===== src/sv/preemptive_priority_scheduler_unit_macros.svh =====
// assertion macros used by the scheduler top level
`ifndef PREEMPTIVE_PRIORITY_SCHEDULER_UNIT_MACROS_SVH
`define PREEMPTIVE_PRIORITY_SCHEDULER_UNIT_MACROS_SVH

// same-cycle implication, checked on every rising clock edge out of reset
`define PPS_ASSERT_IMPL(label, ante, cons, msg) \
    label: assert property (@(posedge clk) disable iff (!rst_n) (ante) |-> (cons)) \
        else $error(msg);

// next-cycle implication, checked on every rising clock edge out of reset
`define PPS_ASSERT_NEXT(label, ante, cons, msg) \
    label: assert property (@(posedge clk) disable iff (!rst_n) (ante) |=> (cons)) \
        else $error(msg);

`endif


===== src/sv/pps_pkg.sv =====
// types and constants shared by the scheduler modules
package pps_pkg;

    localparam int TIME_W  = 16;
    localparam int SUM_W   = 20;
    localparam int COUNT_W = 5;
    localparam int PRIO_W  = 8;

    localparam logic [TIME_W-1:0]  TIME_MAX  = '1;
    localparam logic [SUM_W-1:0]   SUM_MAX   = '1;
    localparam logic [COUNT_W-1:0] COUNT_MAX = '1;

    // input word opcodes
    localparam logic MODE_LOAD = 1'b0;
    localparam logic MODE_TICK = 1'b1;

    // one process table entry as held in the memory
    typedef struct packed {
        logic [TIME_W-1:0] arrival;
        logic [TIME_W-1:0] burst;
        logic [PRIO_W-1:0] priority_level;
        logic [TIME_W-1:0] remaining;
    } entry_t;

endpackage


===== src/sv/pps_ram.sv =====
// generic simple dual port ram with registered read
module pps_ram #(
    parameter int WIDTH = 8,
    parameter int DEPTH = 16
) (
    input  logic                     clk,
    input  logic                     we,
    input  logic [$clog2(DEPTH)-1:0] waddr,
    input  logic [WIDTH-1:0]         wdata,
    input  logic                     re,
    input  logic [$clog2(DEPTH)-1:0] raddr,
    output logic [WIDTH-1:0]         rdata
);

    logic [WIDTH-1:0] mem [DEPTH];

    // write port
    always_ff @(posedge clk)
    begin
        if (we)
        begin
            mem[waddr] <= wdata;
        end
    end

    // registered read port
    always_ff @(posedge clk)
    begin
        if (re)
        begin
            rdata <= mem[raddr];
        end
    end

endmodule


===== src/sv/pps_pick.sv =====
// running best-candidate selector fed one table entry per cycle
module pps_pick #(
    parameter int SLOT_W = 4
) (
    input  logic                          clk,
    input  logic                          rst_n,
    input  logic                          clear,
    input  logic                          cand_en,
    input  logic [SLOT_W-1:0]             cand_idx,
    input  pps_pkg::entry_t               cand_entry,
    input  logic [pps_pkg::TIME_W-1:0]    cur_time,
    output logic                          found,
    output logic [SLOT_W-1:0]             best_idx,
    output pps_pkg::entry_t               best_entry
);

    logic            found_reg;
    logic [SLOT_W-1:0] best_idx_reg;
    pps_pkg::entry_t best_entry_reg;
    logic            ready_c;
    logic            better_c;

    // ready: arrived and work left; better: lower priority number, then earlier arrival
    always_comb
    begin
        ready_c  = (cand_entry.arrival <= cur_time) && (cand_entry.remaining != '0);
        better_c = !found_reg
                || (cand_entry.priority_level < best_entry_reg.priority_level)
                || ((cand_entry.priority_level == best_entry_reg.priority_level)
                    && (cand_entry.arrival < best_entry_reg.arrival));
    end

    // found flag
    always_ff @(posedge clk or negedge rst_n)
    begin
        if (!rst_n)
        begin
            found_reg <= 1'b0;
        end
        else if (clear)
        begin
            found_reg <= 1'b0;
        end
        else if (cand_en && ready_c)
        begin
            found_reg <= 1'b1;
        end
    end

    // best entry payload, lower slot wins ties by scan order
    always_ff @(posedge clk)
    begin
        if (!clear && cand_en && ready_c && better_c)
        begin
            best_idx_reg   <= cand_idx;
            best_entry_reg <= cand_entry;
        end
    end

    assign found      = found_reg;
    assign best_idx   = best_idx_reg;
    assign best_entry = best_entry_reg;

endmodule


===== src/sv/preemptive_priority_scheduler_unit.sv =====
// Preemptive priority scheduler top level.
// Input channel (in_valid/in_ready) carries words: mode load writes one process
// slot (arrival, burst, priority) into the table memory and gives
// no result; mode tick scans slots 0 .. min(process_count, MAX_PROCESSES)-1,
// runs the ready slot with the lowest priority number for one tick and gives
// one result word on the output channel (out_valid/out_ready).
// process_count is written through cfg_we/cfg_wdata; write it only while the
// block is idle, as the block does not enforce this. A tick passes through
// scan, where the single read port of the table memory reads one slot per
// cycle, then drain, where the last read data enters the selector, then
// commit, which registers the result word; the next word is taken once the
// block is back in idle. With no slots to scan a tick goes straight to commit.
// Reset clears time, sums, completed count, the last running slot and the
// per-slot valid bits, so every slot starts with no work; the table memory
// itself is not cleared. When the receiver stalls, the result word holds in
// the output register; loads still go in, and a following tick completes its
// scan and waits in commit until the output register is free.
`include "preemptive_priority_scheduler_unit_macros.svh"

module preemptive_priority_scheduler_unit #(
    parameter int MAX_PROCESSES = 16
) (
    input  logic        clk,
    input  logic        rst_n,
    // configuration
    input  logic        cfg_we,
    input  logic [4:0]  cfg_wdata,
    // input words
    input  logic        in_valid,
    output logic        in_ready,
    input  logic        mode,
    input  logic [3:0]  slot,
    input  logic [15:0] arrival_time,
    input  logic [15:0] burst_length,
    input  logic [7:0]  priority_level,
    // result words
    output logic        out_valid,
    input  logic        out_ready,
    output logic [3:0]  running_slot,
    output logic        idle,
    output logic        switched,
    output logic        finished,
    output logic [15:0] finish_time,
    output logic [15:0] turnaround,
    output logic [15:0] waiting,
    output logic [19:0] total_turnaround,
    output logic [19:0] total_waiting,
    output logic        all_done
);

    localparam int SLOT_W = $clog2(MAX_PROCESSES);
    localparam int CNT_W  = $clog2(MAX_PROCESSES + 1);
    localparam int ENTRY_W = $bits(pps_pkg::entry_t);

    typedef enum logic [1:0] {ST_IDLE, ST_SCAN, ST_DRAIN, ST_COMMIT} state_t;

    state_t                          state_reg;
    logic [pps_pkg::COUNT_W-1:0]     process_count_reg;
    logic [MAX_PROCESSES-1:0]        entry_valid_reg;
    logic [SLOT_W-1:0]               scan_idx_reg;
    logic [SLOT_W-1:0]               rd_idx_reg;
    logic                            rd_pend_reg;
    logic [pps_pkg::TIME_W-1:0]      time_reg;
    logic                            last_valid_reg;
    logic [SLOT_W-1:0]               last_idx_reg;
    logic [pps_pkg::COUNT_W-1:0]     completed_reg;
    logic [pps_pkg::SUM_W-1:0]       tat_sum_reg;
    logic [pps_pkg::SUM_W-1:0]       wt_sum_reg;

    logic                            out_valid_reg;
    logic [3:0]                      running_slot_reg;
    logic                            idle_reg;
    logic                            switched_reg;
    logic                            finished_reg;
    logic [pps_pkg::TIME_W-1:0]      finish_time_reg;
    logic [pps_pkg::TIME_W-1:0]      turnaround_reg;
    logic [pps_pkg::TIME_W-1:0]      waiting_reg;
    logic [pps_pkg::SUM_W-1:0]       total_tat_reg;
    logic [pps_pkg::SUM_W-1:0]       total_wt_reg;
    logic                            all_done_reg;

    logic [CNT_W-1:0]                limit_c;
    logic                            in_fire;
    logic                            load_ok;
    logic                            commit_go;
    logic                            scan_last;

    logic                            ram_we;
    logic [SLOT_W-1:0]               ram_waddr;
    pps_pkg::entry_t                 ram_wdata;
    logic                            ram_re;
    logic [ENTRY_W-1:0]              ram_rdata;
    pps_pkg::entry_t                 rd_entry;

    logic                            pick_clear;
    logic                            pick_en;
    logic                            pick_found;
    logic [SLOT_W-1:0]               pick_idx;
    pps_pkg::entry_t                 pick_entry;

    logic [pps_pkg::TIME_W-1:0]      time_next;
    logic [pps_pkg::TIME_W-1:0]      rem_dec;
    logic                            fin_c;
    logic [pps_pkg::TIME_W-1:0]      tat_c;
    logic [pps_pkg::TIME_W-1:0]      wt_c;
    logic [pps_pkg::SUM_W:0]         tat_sum_wide;
    logic [pps_pkg::SUM_W:0]         wt_sum_wide;
    logic [pps_pkg::SUM_W-1:0]       tat_sum_next;
    logic [pps_pkg::SUM_W-1:0]       wt_sum_next;
    logic [pps_pkg::COUNT_W-1:0]     completed_next;
    logic                            switched_c;

    // handshake and scan limit
    always_comb
    begin
        in_ready  = (state_reg == ST_IDLE);
        in_fire   = in_valid && in_ready;
        load_ok   = (int'(slot) < MAX_PROCESSES);
        limit_c   = (int'(process_count_reg) > MAX_PROCESSES)
                  ? CNT_W'(MAX_PROCESSES) : CNT_W'(process_count_reg);
        scan_last = (CNT_W'(scan_idx_reg) == (limit_c - CNT_W'(1)));
        commit_go = (state_reg == ST_COMMIT) && (!out_valid_reg || out_ready);
    end

    // table memory port control: loads and commit share the write port
    always_comb
    begin
        ram_re    = (state_reg == ST_SCAN);
        ram_we    = 1'b0;
        ram_waddr = SLOT_W'(slot);
        ram_wdata = '{arrival: arrival_time, burst: burst_length,
                      priority_level: priority_level, remaining: burst_length};
        if (commit_go)
        begin
            ram_we    = pick_found;
            ram_waddr = pick_idx;
            ram_wdata = pick_entry;
            ram_wdata.remaining = rem_dec;
        end
        else if (in_fire && (mode == pps_pkg::MODE_LOAD) && load_ok)
        begin
            ram_we = 1'b1;
        end
    end

    pps_ram #(
        .WIDTH (ENTRY_W),
        .DEPTH (MAX_PROCESSES)
    ) u_table (
        .clk   (clk),
        .we    (ram_we),
        .waddr (ram_waddr),
        .wdata (ram_wdata),
        .re    (ram_re),
        .raddr (scan_idx_reg),
        .rdata (ram_rdata)
    );

    // read data enters the selector; slots never loaded hold no work
    always_comb
    begin
        rd_entry   = pps_pkg::entry_t'(ram_rdata);
        pick_en    = rd_pend_reg && entry_valid_reg[rd_idx_reg];
        pick_clear = in_fire && (mode == pps_pkg::MODE_TICK);
    end

    pps_pick #(
        .SLOT_W (SLOT_W)
    ) u_pick (
        .clk        (clk),
        .rst_n      (rst_n),
        .clear      (pick_clear),
        .cand_en    (pick_en),
        .cand_idx   (rd_idx_reg),
        .cand_entry (rd_entry),
        .cur_time   (time_reg),
        .found      (pick_found),
        .best_idx   (pick_idx),
        .best_entry (pick_entry)
    );

    // tick bookkeeping with saturation
    always_comb
    begin
        time_next    = (time_reg == pps_pkg::TIME_MAX) ? time_reg : time_reg + 1'b1;
        rem_dec      = pick_entry.remaining - 1'b1;
        fin_c        = pick_found && (rem_dec == '0);
        tat_c        = time_next - pick_entry.arrival;
        wt_c         = (tat_c >= pick_entry.burst) ? tat_c - pick_entry.burst : '0;
        tat_sum_wide = {1'b0, tat_sum_reg} + (pps_pkg::SUM_W+1)'(tat_c);
        wt_sum_wide  = {1'b0, wt_sum_reg} + (pps_pkg::SUM_W+1)'(wt_c);
        tat_sum_next = tat_sum_reg;
        wt_sum_next  = wt_sum_reg;
        completed_next = completed_reg;
        if (fin_c)
        begin
            tat_sum_next = (tat_sum_wide > (pps_pkg::SUM_W+1)'(pps_pkg::SUM_MAX))
                         ? pps_pkg::SUM_MAX : tat_sum_wide[pps_pkg::SUM_W-1:0];
            wt_sum_next  = (wt_sum_wide > (pps_pkg::SUM_W+1)'(pps_pkg::SUM_MAX))
                         ? pps_pkg::SUM_MAX : wt_sum_wide[pps_pkg::SUM_W-1:0];
            completed_next = (completed_reg == pps_pkg::COUNT_MAX)
                           ? completed_reg : completed_reg + 1'b1;
        end
        if (pick_found)
        begin
            switched_c = !last_valid_reg || (last_idx_reg != pick_idx);
        end
        else
        begin
            switched_c = last_valid_reg;
        end
    end

    // configuration register
    always_ff @(posedge clk or negedge rst_n)
    begin
        if (!rst_n)
        begin
            process_count_reg <= '0;
        end
        else if (cfg_we)
        begin
            process_count_reg <= cfg_wdata;
        end
    end

    // sequencer, scheduler state and result register
    always_ff @(posedge clk or negedge rst_n)
    begin
        if (!rst_n)
        begin
            state_reg       <= ST_IDLE;
            entry_valid_reg <= '0;
            scan_idx_reg    <= '0;
            rd_idx_reg      <= '0;
            rd_pend_reg     <= 1'b0;
            time_reg        <= '0;
            last_valid_reg  <= 1'b0;
            last_idx_reg    <= '0;
            completed_reg   <= '0;
            tat_sum_reg     <= '0;
            wt_sum_reg      <= '0;
            out_valid_reg   <= 1'b0;
            running_slot_reg <= '0;
            idle_reg         <= 1'b0;
            switched_reg     <= 1'b0;
            finished_reg     <= 1'b0;
            finish_time_reg  <= '0;
            turnaround_reg   <= '0;
            waiting_reg      <= '0;
            total_tat_reg    <= '0;
            total_wt_reg     <= '0;
            all_done_reg     <= 1'b0;
        end
        else
        begin
            rd_pend_reg <= (state_reg == ST_SCAN);
            rd_idx_reg  <= scan_idx_reg;
            if (out_valid_reg && out_ready)
            begin
                out_valid_reg <= 1'b0;
            end
            unique case (state_reg)
                ST_IDLE:
                begin
                    if (in_fire)
                    begin
                        if (mode == pps_pkg::MODE_LOAD)
                        begin
                            if (load_ok)
                            begin
                                entry_valid_reg[SLOT_W'(slot)] <= 1'b1;
                            end
                        end
                        else if (limit_c == '0)
                        begin
                            state_reg <= ST_COMMIT;
                        end
                        else
                        begin
                            scan_idx_reg <= '0;
                            state_reg    <= ST_SCAN;
                        end
                    end
                end
                ST_SCAN:
                begin
                    if (scan_last)
                    begin
                        state_reg <= ST_DRAIN;
                    end
                    else
                    begin
                        scan_idx_reg <= scan_idx_reg + 1'b1;
                    end
                end
                ST_DRAIN:
                begin
                    state_reg <= ST_COMMIT;
                end
                ST_COMMIT:
                begin
                    if (commit_go)
                    begin
                        state_reg      <= ST_IDLE;
                        time_reg       <= time_next;
                        last_valid_reg <= pick_found;
                        last_idx_reg   <= pick_found ? pick_idx : '0;
                        completed_reg  <= completed_next;
                        tat_sum_reg    <= tat_sum_next;
                        wt_sum_reg     <= wt_sum_next;
                        out_valid_reg  <= 1'b1;
                        running_slot_reg <= pick_found ? 4'(pick_idx) : '0;
                        idle_reg         <= !pick_found;
                        switched_reg     <= switched_c;
                        finished_reg     <= fin_c;
                        finish_time_reg  <= fin_c ? time_next : '0;
                        turnaround_reg   <= fin_c ? tat_c : '0;
                        waiting_reg      <= fin_c ? wt_c : '0;
                        total_tat_reg    <= tat_sum_next;
                        total_wt_reg     <= wt_sum_next;
                        all_done_reg     <= (completed_next == process_count_reg);
                    end
                end
                default:
                begin
                    state_reg <= ST_IDLE;
                end
            endcase
        end
    end

    // result ports
    assign out_valid        = out_valid_reg;
    assign running_slot     = running_slot_reg;
    assign idle             = idle_reg;
    assign switched         = switched_reg;
    assign finished         = finished_reg;
    assign finish_time      = finish_time_reg;
    assign turnaround       = turnaround_reg;
    assign waiting          = waiting_reg;
    assign total_turnaround = total_tat_reg;
    assign total_waiting    = total_wt_reg;
    assign all_done         = all_done_reg;

    // checks
    `PPS_ASSERT_IMPL(a_finish_not_idle, out_valid_reg && finished_reg, !idle_reg, "idle finish")
    `PPS_ASSERT_NEXT(a_time_only_on_commit, !commit_go, $stable(time_reg), "time moved")
    `PPS_ASSERT_NEXT(a_count_monotonic, 1'b1, completed_reg >= $past(completed_reg), "count fell")
    `PPS_ASSERT_IMPL(a_no_write_in_scan, state_reg == ST_SCAN || state_reg == ST_DRAIN, !ram_we, "scan write")

endmodule

===== config.mk =====
export PLATFORM = sky130hd
export DESIGN_NAME = preemptive_priority_scheduler_unit
export DESIGN_NICKNAME = d
export VERILOG_FILES = /design/src/sv/pps_pkg.sv /design/src/sv/pps_ram.sv /design/src/sv/pps_pick.sv /design/src/sv/preemptive_priority_scheduler_unit.sv
export VERILOG_INCLUDE_DIRS = /design/src /design/src/sv
export SDC_FILE = /design/constraint.sdc
export NUM_CORES = 1
export LEC_CHECK = 0
export CORE_MARGIN = 3
export CORE_UTILIZATION = 40
export DETAILED_ROUTE_END_ITERATION = 6
export DONT_BUFFER_PORTS = 1
export GPL_TIMING_DRIVEN = 1
export PLACE_DENSITY = 0.65
export SLEW_MARGIN = 30
export SYNTH_ARGS = -nofsm -noshare
export SYNTH_HDL_FRONTEND = slang
export SYNTH_SLANG_ARGS = --single-unit
export TNS_END_PERCENT = 30

===== constraint.sdc =====
create_clock -name clk -period 9.4 [get_ports clk]
set_clock_uncertainty 0.1 [all_clocks]
set_input_delay 0.47 -clock clk [delete_from_list [all_inputs] [get_ports clk]]
set_output_delay 0.47 -clock clk [all_outputs]
set_load 0.02 [all_outputs]

# Word-level counts from Yosys, hierarchy flattened
# Memories as Yosys holds them, arrays and structs flattened. A register that Yosys moved wholly into a read port is not among the register bits.
# Index checks and enable logic that the tools add are counted.
# op_classes
n_mux	40
n_eq_ne	15
n_bitwise	2
n_addsub	9
magnitude_cmp	10
reduce_logical	33
# ops
operator	n
two-way mux 16 bit	5
two-way mux 20 bit	4
two-way mux 56 bit	1
adder 20 x 16 -> 21 bit	2
greater-than comparator 21 x 20 -> 1 bit, second input constant	2
subtractor 16 bit	2
two-way mux 4 bit	6
adder 16 x 1 -> 16 bit, second input constant	1
== test 16 bit, second input constant	1
greater-or-equal comparator 16 bit	1
less-or-equal comparator 16 bit	1
logical NOT 16 bit	1
< comparator 16 bit	1
bitwise OR 16 bit	1
nonzero test 16 bit	1
subtractor 16 x 1 -> 16 bit, second input constant	1
two-way mux 5 bit	3
logical AND 1 bit	14
two-way mux 1 bit	12
< comparator 4 x 5 -> 1 bit, second input constant	2
two-way mux 2 bit	5
== test 8 bit	1
< comparator 8 bit	1
inequality test 2 bit, second input constant	4
other kinds (26)	36
# word_totals
out_inout_bits	98
mem_bits_rw	896
inputBits	55
register_bits	212
memories	1
elab_cells	136
# memory_table
name	words	word_bits	read_ports	rd_ports_with_merged_regs	wr	line_no	text
u_table.mem	16	56	1	1	1	pps_ram.sv:15	logic [WIDTH-1:0] mem [DEPTH];

# Logic depth before layout (Yosys ltp)
# logic_depth
depth_word	9
mapped_depth	38
depth_no_buf	33

# Cells and area by module
# Synthesis repeated with hierarchy kept, for this count alone.
# hier_totals
cells_unflattened	2925
hier_area_um2	48905.7
# modules_own_cells
mod	n_inst	area_each_um2	seq_area_each_um2	cells_per_inst
pps_ram	1	35238.8	28587.4	1445
preemptive_priority_scheduler_unit	1	10776.6	3778.6	1273
pps_pick	1	2890.3	1826.8	207

# Least setup slack after synthesis
# OpenSTA, ideal clock, no wires.
# synth_timing
path_kind	register -> register
start	register time_reg[7] (netlist bit)
end	register total_wt_reg (netlist bit total_waiting[10])
stages_incl_launch_ff	38
path_buffers	5
slack_ns	1.451
t_required_ns	9.235
synth_period_minus_slack_ns	7.949
arrival_time_ns	7.784
setup_time_ns	0.065
path_cell_list	dfrtp_1 clkbuf_2 nand3_1 or4_1 buf_2 or3_1 clkbuf_1 xnor2_1 ha_1 inv_1 fa_1 a21o_1 a21oi_1 o31ai_1 nor4b_1 nor2_1 a21oi_1 xnor2_1 [... 2 more ...] a221o_1 a21oi_1 nand2b_1 o211ai_1 a21o_1 a21oi_1 clkbuf_1 nor2_1 ha_1 a21oi_1 nor2b_1 a31oi_1 a211o_1 nand4_1 o211ai_1 o31ai_2 buf_2 o22a_1
# synth_via
elab_chain_len	9
word_cells_on_any_way	11
classes_between	4 x add/sub; 2 x order compare; 1 x eq/ne; 4 x mux
# synth_lines
element	line_no	text
start, declared	preemptive_priority_scheduler_unit.sv:63	logic [pps_pkg::TIME_W-1:0] time_reg;
start signal, assigned	preemptive_priority_scheduler_unit.sv:306	time_reg <= time_next;
adder 16 x 1 -> 16 bit / == test 16 bit (equally long branches)	preemptive_priority_scheduler_unit.sv:185	time_next = (time_reg == pps_pkg::TIME_MAX) ? time_reg : time_reg + 1'b1;
two-way mux 16 bit *	preemptive_priority_scheduler_unit.sv:185	
subtractor 16 bit *	preemptive_priority_scheduler_unit.sv:188	tat_c = time_next - pick_entry.arrival;
subtractor 16 bit / greater-or-equal comparator 16 bit (equally long branches)	preemptive_priority_scheduler_unit.sv:189	wt_c = (tat_c >= pick_entry.burst) ? tat_c - pick_entry.burst : '0;
two-way mux 16 bit *	preemptive_priority_scheduler_unit.sv:189	
adder 20 x 16 -> 21 bit *	preemptive_priority_scheduler_unit.sv:191	wt_sum_wide = {1'b0, wt_sum_reg} + (pps_pkg::SUM_W+1)'(wt_c);
greater-than comparator 21 x 20 -> 1 bit	preemptive_priority_scheduler_unit.sv:199	wt_sum_next = (wt_sum_wide > (pps_pkg::SUM_W+1)'(pps_pkg::SUM_MAX))
two-way mux 20 bit *	preemptive_priority_scheduler_unit.sv:200	? pps_pkg::SUM_MAX : wt_sum_wide[pps_pkg::SUM_W-1:0];
two-way mux 20 bit *	preemptive_priority_scheduler_unit.sv:195	if (fin_c)
end signal, assigned	preemptive_priority_scheduler_unit.sv:321	total_wt_reg <= wt_sum_next;
end, declared	preemptive_priority_scheduler_unit.sv:79	logic [pps_pkg::SUM_W-1:0] total_wt_reg;
# Mark *: on every way between the ends. The rest lies on a longest branch, timed or not. The select of a mux whose other input is x is not followed.
# A chain may end at the register's enable or synchronous reset.

# Worst setup path after layout
# layout_timing
start	register time_reg[4] (netlist bit)
end	register total_wt_reg (netlist bit total_waiting[10])
# The elaborated chain is that of the path after synthesis.

==> reports/results.txt <==
busiest grt layer = met2
drt initial violations = 3028
Fin. Hold Viols = 0
Crit path largest cell delay = 0.70 ns
Slew Limit Fails = 0
vias = 26300
endpoints failing setup = 0
Net Count, Synth = 2923
core area = 120000 um2
Top FF cell, synth = edfxtp_1
# DRC = 0
GRT Overall Usage = 0.191
I/O pin total = 153
met2 usage = 0.302
Seq cells post-synth = 1164
Leak = 18.5 nW
DP Wirelength = 72900 um
critical path required time = 9.92 ns
routability-driven placement congestion ratio = 0.931
Nets = 3006
Async SR Flop Fraction = 0.131
Final period util = 0.939
Power Total = 15.7 mW
syn_area_per_cell = 17.7 um2
commonest cells after routing, fill and taps aside = 1012 x edfxtp_1, 284 x mux4_2, 161 x nand2_1, 148 x dfrtp_1, 115 x clkbuf_16
IO buf count = 0
largest net degree at the start of global routing = 153
commonest non-fill, non-tap cell in the layout = edfxtp_1
GR Overflow Total = 0
critical path class = flip-flop to flip-flop
CP max FO = 16
Post-synth EDFFs = 1012
Cells after Synth = 2751
HP Class = primary input to flip-flop
CTS tree = yes
CP top delay family = compound AO/OA/AOI/OAI gates
Die H = 355 um
routed len/inst = 26.8 um
relative slew slack = 0.338
Cell Pwr Density = 284 nW/um2
Starting Density = 0.405
Tmin final = 8.83 ns
Num CTS Buffers = 114
Placement Rows = 127
H-Tree Level Count = 3
clk_lat worst skew = 0.71 ns
CP most frequent cell = a21oi_1
met1 Usage GRT = 0.267
global-route wire length before repair = 179000 um
# clock sinks = 1164
wirelength, routed = 122000 um
Critical Path Start Type = flip-flop
YS warnings = 0
chip width = 355 um
worst slew pin tran = 0.987 ns
Max Cap Violations = 0
status = complete, no violations
maximum clock path buffer count = 3
worst vdd ir = 0.000214 V
share of cells above drive strength 1 = 0.205
antenna-violating nets left = 0
max FFs per register = 896
Die ar. = 126000 um2
Finished Core Util = 0.458
Buf/Inv on CP = 2
P&R area growth vs syn = 13.1%
met3 usage = 0.0511
FMAX = 0.113 GHz
slowest CP cell = o31ai_4
placed inst area = 51000 um2
Critical Path AT = 9.35 ns
Pre-antenna DRT Iters = 5
post-synthesis sequential area ratio = 0.701
post-synth cell types = 76
Root Buffer = clkbuf_16
register clock-pin slew on the reported worst setup and hold paths = 0.06 ns
crit end category = flip-flop
vias per cell = 5.79
number of global-route vias before repair = 26400
fillers = 10200
fin area = 55100 um2
initial antenna violation count = 8
synthesized area = 48800 um2
[synthesized netlist by cell type, drive strengths merged, types with 7 or more instances]
cell,instances,area [um2]
nor2,118,443
xnor2,67,587
ha,113,1410
xor2,35,307
nor2b,14,87.6
dfrtp,152,3800
nor4,18,134
buf,31,155
inv,85,319
edfxtp,1012,30400
or3,13,81.3
o31ai,30,230
o21ai,116,584
nor3,33,181
nand4,18,113
a211oi,8,60.1
nand2,164,618
a22o,19,166
nand2b,19,119
and2,7,43.8
mux4,284,6400
a21o,30,225
clkbuf,87,328
o21bai,16,120
a31oi,18,113
mux2,11,124
a21oi,61,305
o21a,11,82.6
and3,11,68.8
nand3,50,250
o22a,16,140
[what timing repair did]
action,CTS,global route
resized for setup,0,2
hold buffers,18,0
endpoints found under the hold margin,174,0
setup endpoints to repair,0,20
setup buffers,0,5
[final timing paths]
| check | start | depth (start not counted) | slack, ns | endpoint |
|---|---|---|---|---|
| worst max-delay path | time_reg[4] | 33 | 0.57 | total_waiting[10] |
| worst min-delay path | mode | 3 | 0.06 | state_reg[1] |
| worst max register to register | time_reg[4] | 33 | 0.57 | total_waiting[10] |
| worst min register to register | u_table.rdata[24] | 0 | 0.32 | u_pick.best_entry[24] |
| max in group asynchronous | rst_n | 2 | 8.13 | scan_idx_reg[3] |
| min in group asynchronous | rst_n | 2 | 0.29 | total_waiting[17] |
[logic make-up after synthesis]
logic type,count (synthesis),synth area share
adder cells (fa/ha/maj),117,0.0306
flip-flops,1164,0.701
AND/OR/NAND/NOR,492,0.0483
buffers and inverters,203,0.0165
AO/OA/AOI/OAI,375,0.0505
XOR/XNOR,102,0.0183
multiplexers,298,0.134
[cell type report]
class                           instances  area (um2)  area share
Tap cell                             1612        2020      0.0366
Inverter                               85         319     0.00579
Clock inverter                         73         767      0.0139
Multi-Input combinational cell       1384       14100       0.255
Antenna cell                            4        10.0    0.000182
Sequential cell                      1164       34200       0.620
Timing Repair Buffer                   85         761      0.0138
Clock buffer                          141        2990      0.0541
[stage by stage]
step | hold WS, ns | worst slack (ns) | std cells | setup TNS, ns
floorplan | 0.0744 | 1.45 | 2751 | 0
global placement | 0.0798 | 0.257 | 4304 | 0
global route | 0.0480 | -0.00337 | 4544 | -0.00417
CTS | 0.0174 | 0.307 | 4536 | 0
finish | 0.0582 | 0.571 | 4548 | 0
detailed placement | 0.0805 | 0.368 | 4304 | 0
[worst reg2reg max path, delay by kind of cell (launching register included)]
kind	cells	cell delay, ns
simple gates	10	2.49
flops	1	0.43
xor+xnor	2	0.48
compound gates	15	3.68
fa+ha+maj	4	1.37
buf+inv	2	0.23
[where the power goes]
| group | switching (mW) | leakage (nW) | internal [mW] |
|---|---|---|---|
| Sequential | 0.362 | 11.2 | 6.35 |
| Clock | 1.94 | 1.82 | 2.62 |
| Combinational | 2.51 | 5.51 | 1.90 |
[metal layers]
| metal | wire length, um | up-vias |
|---|---|---|
| li1 | - | 11200 |
| met1 | 50400 | 13900 |
| met2 | 57500 | 1060 |
| met3 | 11200 | 192 |
| met4 | 2450 | 8 |
| met5 | 58 | - |
No activity file was read; power rests on OpenSTA's default activity.
